--- src/sv/sample_hold_noise_generator_macros.svh ---
// Assertion macros shared by the noise generator modules.
// The checks compile away when SYNTH is defined.
`ifndef SAMPLE_HOLD_NOISE_GENERATOR_MACROS_SVH
`define SAMPLE_HOLD_NOISE_GENERATOR_MACROS_SVH

`ifndef SYNTH

`define SHN_ASSERT_IMPLY(label, ante, cons, msg) \
  label: assert property (@(posedge clk) disable iff (rst) (ante) |-> (cons)) \
    else $error(msg);

`define SHN_ASSERT_NEXT(label, ante, cons, msg) \
  label: assert property (@(posedge clk) disable iff (rst) (ante) |=> (cons)) \
    else $error(msg);

`else

`define SHN_ASSERT_IMPLY(label, ante, cons, msg)

`define SHN_ASSERT_NEXT(label, ante, cons, msg)

`endif

`endif

--- src/sv/shn_pkg.sv ---
package shn_pkg;

  localparam int WORD_W = 32;
  localparam int TW_N   = 624;
  localparam int TW_M   = 397;
  localparam int ADDR_W = $clog2(TW_N + 1);

  localparam logic [ADDR_W-1:0] TW_LAST  = ADDR_W'(TW_N - 1);
  localparam logic [ADDR_W-1:0] TW_FULL  = ADDR_W'(TW_N);
  localparam logic [ADDR_W-1:0] TW_M_OFF = ADDR_W'(TW_M);
  localparam logic [ADDR_W-1:0] TW_WRAP  = ADDR_W'(TW_N - TW_M);

  localparam int MAX_TABLE_LENGTH = 65536;
  localparam int HOLD_W    = 16;
  localparam int LEN_W     = 17;
  localparam int INDEX_W   = 16;
  localparam int CFG_IDX_W = 2;

  localparam logic [LEN_W-1:0]  LEN_MAX  = LEN_W'(MAX_TABLE_LENGTH);
  localparam logic [LEN_W-1:0]  LEN_ONE  = LEN_W'(1);
  localparam logic [HOLD_W-1:0] HOLD_ONE = HOLD_W'(1);

  localparam logic [WORD_W-1:0] SEED_RESET = 32'd10000;
  localparam logic [HOLD_W-1:0] HOLD_RESET = 16'd64;
  localparam logic [LEN_W-1:0]  LEN_RESET  = 17'd2048;

  localparam logic [CFG_IDX_W-1:0] REG_SEED = 2'd0;
  localparam logic [CFG_IDX_W-1:0] REG_HOLD = 2'd1;
  localparam logic [CFG_IDX_W-1:0] REG_LEN  = 2'd2;

  localparam logic [WORD_W-1:0] SEED_MULT = 32'd1812433253;
  localparam logic [WORD_W-1:0] MATRIX_A  = 32'h9908_b0df;
  localparam logic [WORD_W-1:0] TEMPER_B  = 32'h9d2c_5680;
  localparam logic [WORD_W-1:0] TEMPER_C  = 32'hefc6_0000;
  localparam logic [WORD_W-1:0] SIGN_BIT  = 32'h8000_0000;

  typedef struct packed {
    logic seed_init;
    logic seed_mul;
    logic seed_add;
    logic tw_pre;
    logic tw_rd;
    logic tw_wr;
    logic draw_skip;
    logic draw_read;
    logic draw_take;
    logic emit;
  } shn_cmd_t;

  typedef struct packed {
    logic start_needed;
    logic countdown_zero;
    logic pos_full;
    logic loop_last;
    logic out_free;
  } shn_status_t;

  function automatic logic [WORD_W-1:0] temper(input logic [WORD_W-1:0] w);
    logic [WORD_W-1:0] y;
    y = w ^ (w >> 11);
    y = y ^ ((y << 7) & TEMPER_B);
    y = y ^ ((y << 15) & TEMPER_C);
    y = y ^ (y >> 18);
    return y;
  endfunction

endpackage

--- src/sv/shn_request_if.sv ---
interface shn_request_if import shn_pkg::*; ();
  logic valid;
  logic ready;
  logic restart;

  modport source (output valid, output restart, input ready);
  modport sink (input valid, input restart, output ready);
endinterface

--- src/sv/shn_controller.sv ---
`include "sample_hold_noise_generator_macros.svh"

module shn_controller import shn_pkg::*; (
  input  logic         clk,
  input  logic         rst,
  shn_request_if.sink  request,
  input  shn_status_t  status,
  output shn_cmd_t     cmd
);

  localparam logic [3:0] S_IDLE      = 4'd0;
  localparam logic [3:0] S_SEED_INIT = 4'd1;
  localparam logic [3:0] S_SEED_MUL  = 4'd2;
  localparam logic [3:0] S_SEED_ADD  = 4'd3;
  localparam logic [3:0] S_DRAW1     = 4'd4;
  localparam logic [3:0] S_DRAW2     = 4'd5;
  localparam logic [3:0] S_DRAW3     = 4'd6;
  localparam logic [3:0] S_TW_PRE    = 4'd7;
  localparam logic [3:0] S_TW_RD     = 4'd8;
  localparam logic [3:0] S_TW_WR     = 4'd9;
  localparam logic [3:0] S_EMIT      = 4'd10;

  logic [3:0] state;
  logic [3:0] state_next;
  logic       twist_ret;
  logic       twist_ret_next;
  logic       accept;

  assign request.ready = (state == S_IDLE);
  assign accept        = request.valid && request.ready;

  always_comb begin
    state_next     = state;
    twist_ret_next = twist_ret;
    cmd            = '0;
    case (state)
      S_IDLE: begin
        if (accept) begin
          if (status.start_needed) begin
            state_next = S_SEED_INIT;
          end else if (status.countdown_zero) begin
            state_next = S_DRAW1;
          end else begin
            state_next = S_EMIT;
          end
        end
      end
      S_SEED_INIT: begin
        cmd.seed_init = 1'b1;
        state_next    = S_SEED_MUL;
      end
      S_SEED_MUL: begin
        cmd.seed_mul = 1'b1;
        state_next   = S_SEED_ADD;
      end
      S_SEED_ADD: begin
        cmd.seed_add = 1'b1;
        state_next   = status.loop_last ? S_DRAW1 : S_SEED_MUL;
      end
      S_DRAW1: begin
        // The first word of each pair is discarded.
        if (status.pos_full) begin
          twist_ret_next = 1'b0;
          state_next     = S_TW_PRE;
        end else begin
          cmd.draw_skip = 1'b1;
          state_next    = S_DRAW2;
        end
      end
      S_DRAW2: begin
        if (status.pos_full) begin
          twist_ret_next = 1'b1;
          state_next     = S_TW_PRE;
        end else begin
          cmd.draw_read = 1'b1;
          state_next    = S_DRAW3;
        end
      end
      S_DRAW3: begin
        cmd.draw_take = 1'b1;
        state_next    = S_EMIT;
      end
      S_TW_PRE: begin
        cmd.tw_pre = 1'b1;
        state_next = S_TW_RD;
      end
      S_TW_RD: begin
        cmd.tw_rd  = 1'b1;
        state_next = S_TW_WR;
      end
      S_TW_WR: begin
        cmd.tw_wr = 1'b1;
        if (status.loop_last) begin
          state_next = twist_ret ? S_DRAW2 : S_DRAW1;
        end else begin
          state_next = S_TW_RD;
        end
      end
      S_EMIT: begin
        if (status.out_free) begin
          cmd.emit   = 1'b1;
          state_next = S_IDLE;
        end
      end
      default: begin
        state_next = S_IDLE;
      end
    endcase
  end

  always_ff @(posedge clk) begin
    if (rst) begin
      state     <= S_IDLE;
      twist_ret <= 1'b0;
    end else begin
      state     <= state_next;
      twist_ret <= twist_ret_next;
    end
  end

  `SHN_ASSERT_IMPLY(a_emit_has_room, cmd.emit, status.out_free, "word emitted into a full output register")
  `SHN_ASSERT_NEXT(a_start_seeds, accept && status.start_needed, state == S_SEED_INIT, "table start did not reseed")
  `SHN_ASSERT_NEXT(a_twist_returns, cmd.tw_wr && status.loop_last, (state == S_DRAW1) || (state == S_DRAW2), "twist did not return to a draw step")

endmodule

--- src/flat_wrapper.sv ---
// flat-port wrapper written by rule: the top's interface ports become plain ports
module shn_controller_flat import shn_pkg::*;
  (clk, rst, status, cmd, request_valid, request_restart, request_ready);
  shn_request_if request_i ();
  input  logic clk;
  input  logic rst;
  input  shn_status_t status;
  output shn_cmd_t cmd;
  input wire logic [$bits(request_i.valid)-1:0] request_valid;
  input wire logic [$bits(request_i.restart)-1:0] request_restart;
  output wire logic [$bits(request_i.ready)-1:0] request_ready;
  assign request_i.valid = request_valid;
  assign request_i.restart = request_restart;
  assign request_ready = request_i.ready;
  shn_controller u_core (.clk(clk), .rst(rst), .request(request_i), .status(status), .cmd(cmd));
endmodule
--- config.mk ---
export PLATFORM = sky130hd
export DESIGN_NAME = shn_controller_flat
export DESIGN_NICKNAME = d
export VERILOG_FILES = /design/src/sv/shn_pkg.sv /design/src/sv/shn_request_if.sv /design/src/sv/shn_controller.sv /design/src/flat_wrapper.sv
export VERILOG_INCLUDE_DIRS = /design/src /design/src/sv
export SDC_FILE = /design/constraint.sdc
export NUM_CORES = 1
export LEC_CHECK = 0
export BUFFER_PORTS_ARGS = -buffer_cell sky130_fd_sc_hd__buf_2
export CAP_MARGIN = 20
export CORE_AREA = 2 2 39 41
export DETAILED_ROUTE_END_ITERATION = 8
export DIE_AREA = 0 0 41 43
export GPL_TIMING_DRIVEN = 1
export PLACE_DENSITY = 0.65
export SETUP_SLACK_MARGIN = 0.05
export SLEW_MARGIN = 20
export SYNTH_ARGS = -nofsm -noshare
export SYNTH_HDL_FRONTEND = slang
export SYNTH_SLANG_ARGS = --single-unit
--- constraint.sdc ---
create_clock -name clk -period 1.8 [get_ports clk]
set_clock_uncertainty 0.2 [all_clocks]
set_input_delay 0.36 -clock clk [delete_from_list [all_inputs] [get_ports clk]]
set_output_delay 0.36 -clock clk [all_outputs]
set_load 0.03 [all_outputs]
==> flow_summary_export.csv <==
group,metric,value,unit
logic_synthesis,yosysSeqAreaShare,23.4,%
die,die_h,43,µm
timing,rsz0062_at_grt,"true",
grt,grt_pass1_vias,471,
setup_path,cp.required,1240,ps
finish,area_growth,86.3,%
setup_path,cp_top_family,"simple AND/OR/NAND/NOR gates",
setup_path,cp_slowest_cell,"or4_4",
logic_synthesis,synth-seq-cells,5,
detailed_routing,route.detailed.drc,0,
setup_path,arrival,1280,ps
timing,setup_viol,1,
setup_path,worstPathCellList,"or4_4 > inv_2 > buf_6",
flow_run,cap_violations,0,
detailed_routing,routed_wirelength,1.33,mm
setup_path,timing.rr.start,"u_core.state[3]$_SDFFE_PP0P_",
grt,grt_pass1_wl,1.80,mm
setup_path,cp_max_fo,3,
timing,hold_viol,0,
placed_design,hpwl,845,µm
finish,fin_cells,107,
grt,track_usage,14.9,%
pwr,power.density,1850,mW/mm²
die,die_area,0.00176,mm²
die,pin_count,20,
worst_hold_path,hold_path_class,"primary input to flip-flop",
setup_path,path_class,"flip-flop to primary output",
worst_hold_path,min_from,"rst",
clocking,clk-insertion-delay-late,240,ps
placed_design,dp_slack,111,ps
setup_path,regToRegEndpoint,"u_core.state[3]$_SDFFE_PP0P_",
timing,tightest_slew,241,ps
logic_synthesis,syn_nets,69,
placed_design,port_buffers,18,
detailed_routing,vias,535,
setup_path,r2r_cells,5,
timing,fin_crit_sh,102,%
setup_path,reg2reg_slack,90,ps
timing,period_needed,1840,ps
logic_synthesis,syn_area_per_cell,7.13,µm²
placed_design,routabilityCongestion,0.731,
timing,maxSlewViolCount,0,
clocking,path_clk_slew,40,ps
timing,relSlewSlack,83.8,%
timing,fin_hold_ws,119,ps
logic_synthesis,syn-cell-area,428,µm²
timing,fmax,545,MHz
die,core_region_area,0.00138,mm²
die,dieWidth,41,µm
logic_synthesis,synthCells,60,
finish,fill_cells,129,
clocking,cts_tree,"done",
detailed_routing,ant_nets,0,
detailed_routing,drtPass1Iterations,4,
setup_path,crit_path_end_kind,"primary output",
die,rows,14,
pwr,p_total,0.00148,W
clocking,cts_buffers,3,
setup_path,cp_slowest_stage_delay,540,ps
finish,drive_gt1_share,58.2,%
outcome,violations,"negative setup slack",
placed_design,dp_cells,96,
outcome,status,"complete, but fails checks",
pwr,ir_drop,0.848,mV
grt,grt_max_degree,12,
setup_path,cp-start-kind,"flip-flop",
pwr,leakage,0.356,nW
worst_hold_path,hold_path_depth,2,
die,initial_utilization,30.9,%
finish,antenna_cells,0,
grt,grt_antenna_before_repair,0,
finish,nets,101,
detailed_routing,viasPerCell,5.00,
detailed_routing,wire_per_inst,12.4,µm
clocking,cts_max_level,1,
logic_synthesis,synth.distinct_cells,28,
clocking,cts_root_buf,"clkbuf_4",
detailed_routing,drtIter0Drc,16,
finish,fin_util,57.6,%
logic_synthesis,yosysWarnings,0,
clocking,clkSinkCount,5,
worst_hold_path,min_to,"u_core.twist_ret$_SDFFE_PP0P_",
clocking,cts_buffer_depth,2,
grt,grt_overflow,0,
setup_path,critPathBufInv,2,
timing,fin_ws,-35.7,ps
worst reg2reg max path, stage by stage (launching register included):
cell	delay [ps]
dfxtp_2	320
or4_4	540
buf_4	170
a2bb2oi_1	140
nand2b_1	120
o22ai_1	100
worst max-delay path by stage:
stage                            startpoint       endpoint  slack (ps)  cells past startpoint
6_report       u_core.state[3]$_SDFFE_PP0P_  request_ready         -40                      3
5_1_grt        u_core.state[3]$_SDFFE_PP0P_  request_ready         -90                      3
4_1_cts        u_core.state[2]$_SDFFE_PP0P_  request_ready         -70                      3
3_5_place_dp   u_core.state[2]$_SDFFE_PP0P_  request_ready         110                      3
3_3_place_gp   u_core.state[2]$_SDFFE_PP0P_  request_ready         120                      3
2_1_floorplan  u_core.state[2]$_SDFFE_PP0P_         cmd[0]         -50                      3
state kept, by name (all words and copies together), names as in the netlist:
| name | cells |
|---|---|
| u_core.state | 4 |
| u_core.twist_ret | 1 |
layout make-up:
| class | instances | area [µm²] | area share [%] |
|---|---|---|---|
| multi-input combinational | 49 | 397 | 49.8 |
| timing repair buffer | 31 | 239 | 30.0 |
| sequential | 5 | 108 | 13.5 |
| clock buffer | 4 | 26.3 | 3.30 |
| tap | 16 | 20.0 | 2.51 |
| inverter | 2 | 7.51 | 0.942 |
cells in the mapped netlist:
cell / n / share of area [%]
o32a_1: 1 / 2.3
nor2b_1: 2 / 2.9
nor3b_1: 2 / 3.5
nand2_1: 2 / 1.8
o31a_1: 1 / 2.0
dfxtp_1: 5 / 23
o22ai_1: 1 / 1.5
a2bb2oi_1: 1 / 2.0
nor4_1: 1 / 1.5
nor2_1: 11 / 9.6
mux2i_1: 1 / 2.3
a211oi_1: 3 / 5.3
or4_4: 1 / 2.6
or2_1: 1 / 1.5
o21ai_1: 1 / 1.2
a21oi_1: 2 / 2.3
o211a_1: 1 / 2.3
a22oi_1: 1 / 1.8
nor3_1: 4 / 4.7
and4b_1: 1 / 2.3
nor3_2: 1 / 2.3
and3_1: 3 / 4.4
clkbuf_1: 3 / 2.6
nand2b_1: 5 / 7.3
buf_2: 1 / 1.2
inv_1: 2 / 1.8
nand4b_1: 1 / 2.0
or3_1: 1 / 1.5
per-layer routing:
metal | part of all wire [%] | vias to the layer above | routed length [µm] | track usage, %
li1 | - | 282 | - | -
met1 | 41 | 239 | 550 | 17.0
met2 | 54 | 12 | 719 | 24.1
met3 | 3.7 | 2 | 49 | 1.57
met4 | 0.45 | 0 | 6 | 10.0
met5 | 0 | - | 0 | 0
kinds of logic (layout without fill, tap and decap cells):
| kind of cell | count (synthesis) | in the layout | synth area share (%) |
|---|---|---|---|
| compound gates | 12 | 12 | 20.8 |
| flops | 5 | 5 | 23.4 |
| simple gates | 36 | 36 | 48.0 |
| mux | 1 | 1 | 2.34 |
| buf+inv | 6 | 37 | 5.55 |
where the power goes:
part / internal [W] / switching [W] / total (W)
Clock: 0.0000835 / 0.0000416 / 0.000125
Combinational: 0.000552 / 0.000575 / 0.00113
Sequential: 0.000160 / 0.0000628 / 0.000223
Total: 0.000796 / 0.000680 / 0.00148
cells in the final DEF, fill, tap and decap left out, drive strengths merged, types with 2 or more instances in the layout:
| cell | count |
|---|---|
| nor3 | 5 |
| and3 | 3 |
| a211oi | 3 |
| a21oi | 2 |
| buf | 31 |
| nor3b | 2 |
| nor2 | 11 |
| nor2b | 2 |
| nand2 | 2 |
| nand2b | 5 |
| inv | 2 |
| dfxtp | 5 |
| clkbuf | 4 |
timing repair:
| action | 4_1_cts | 5_1_grt |
|---|---|---|
| setup buffers | 4 | 2 |
| cloned | 0 | 1 |
| hold buffers | 0 | 0 |
| endpoints found under the setup margin | 11 | 13 |
| gates resized for setup | 13 | 33 |
| pin swaps | 1 | 6 |
per-stage QoR:
step           cell area [µm²]  TNS (ps)
3_5_place_dp               578         0
4_1_cts                    664      -238
2_1_floorplan              439      -104
3_3_place_gp               578         0
6_report                   797     -35.7
5_1_grt                    797      -205
No activity file was read; power rests on OpenSTA's default activity.
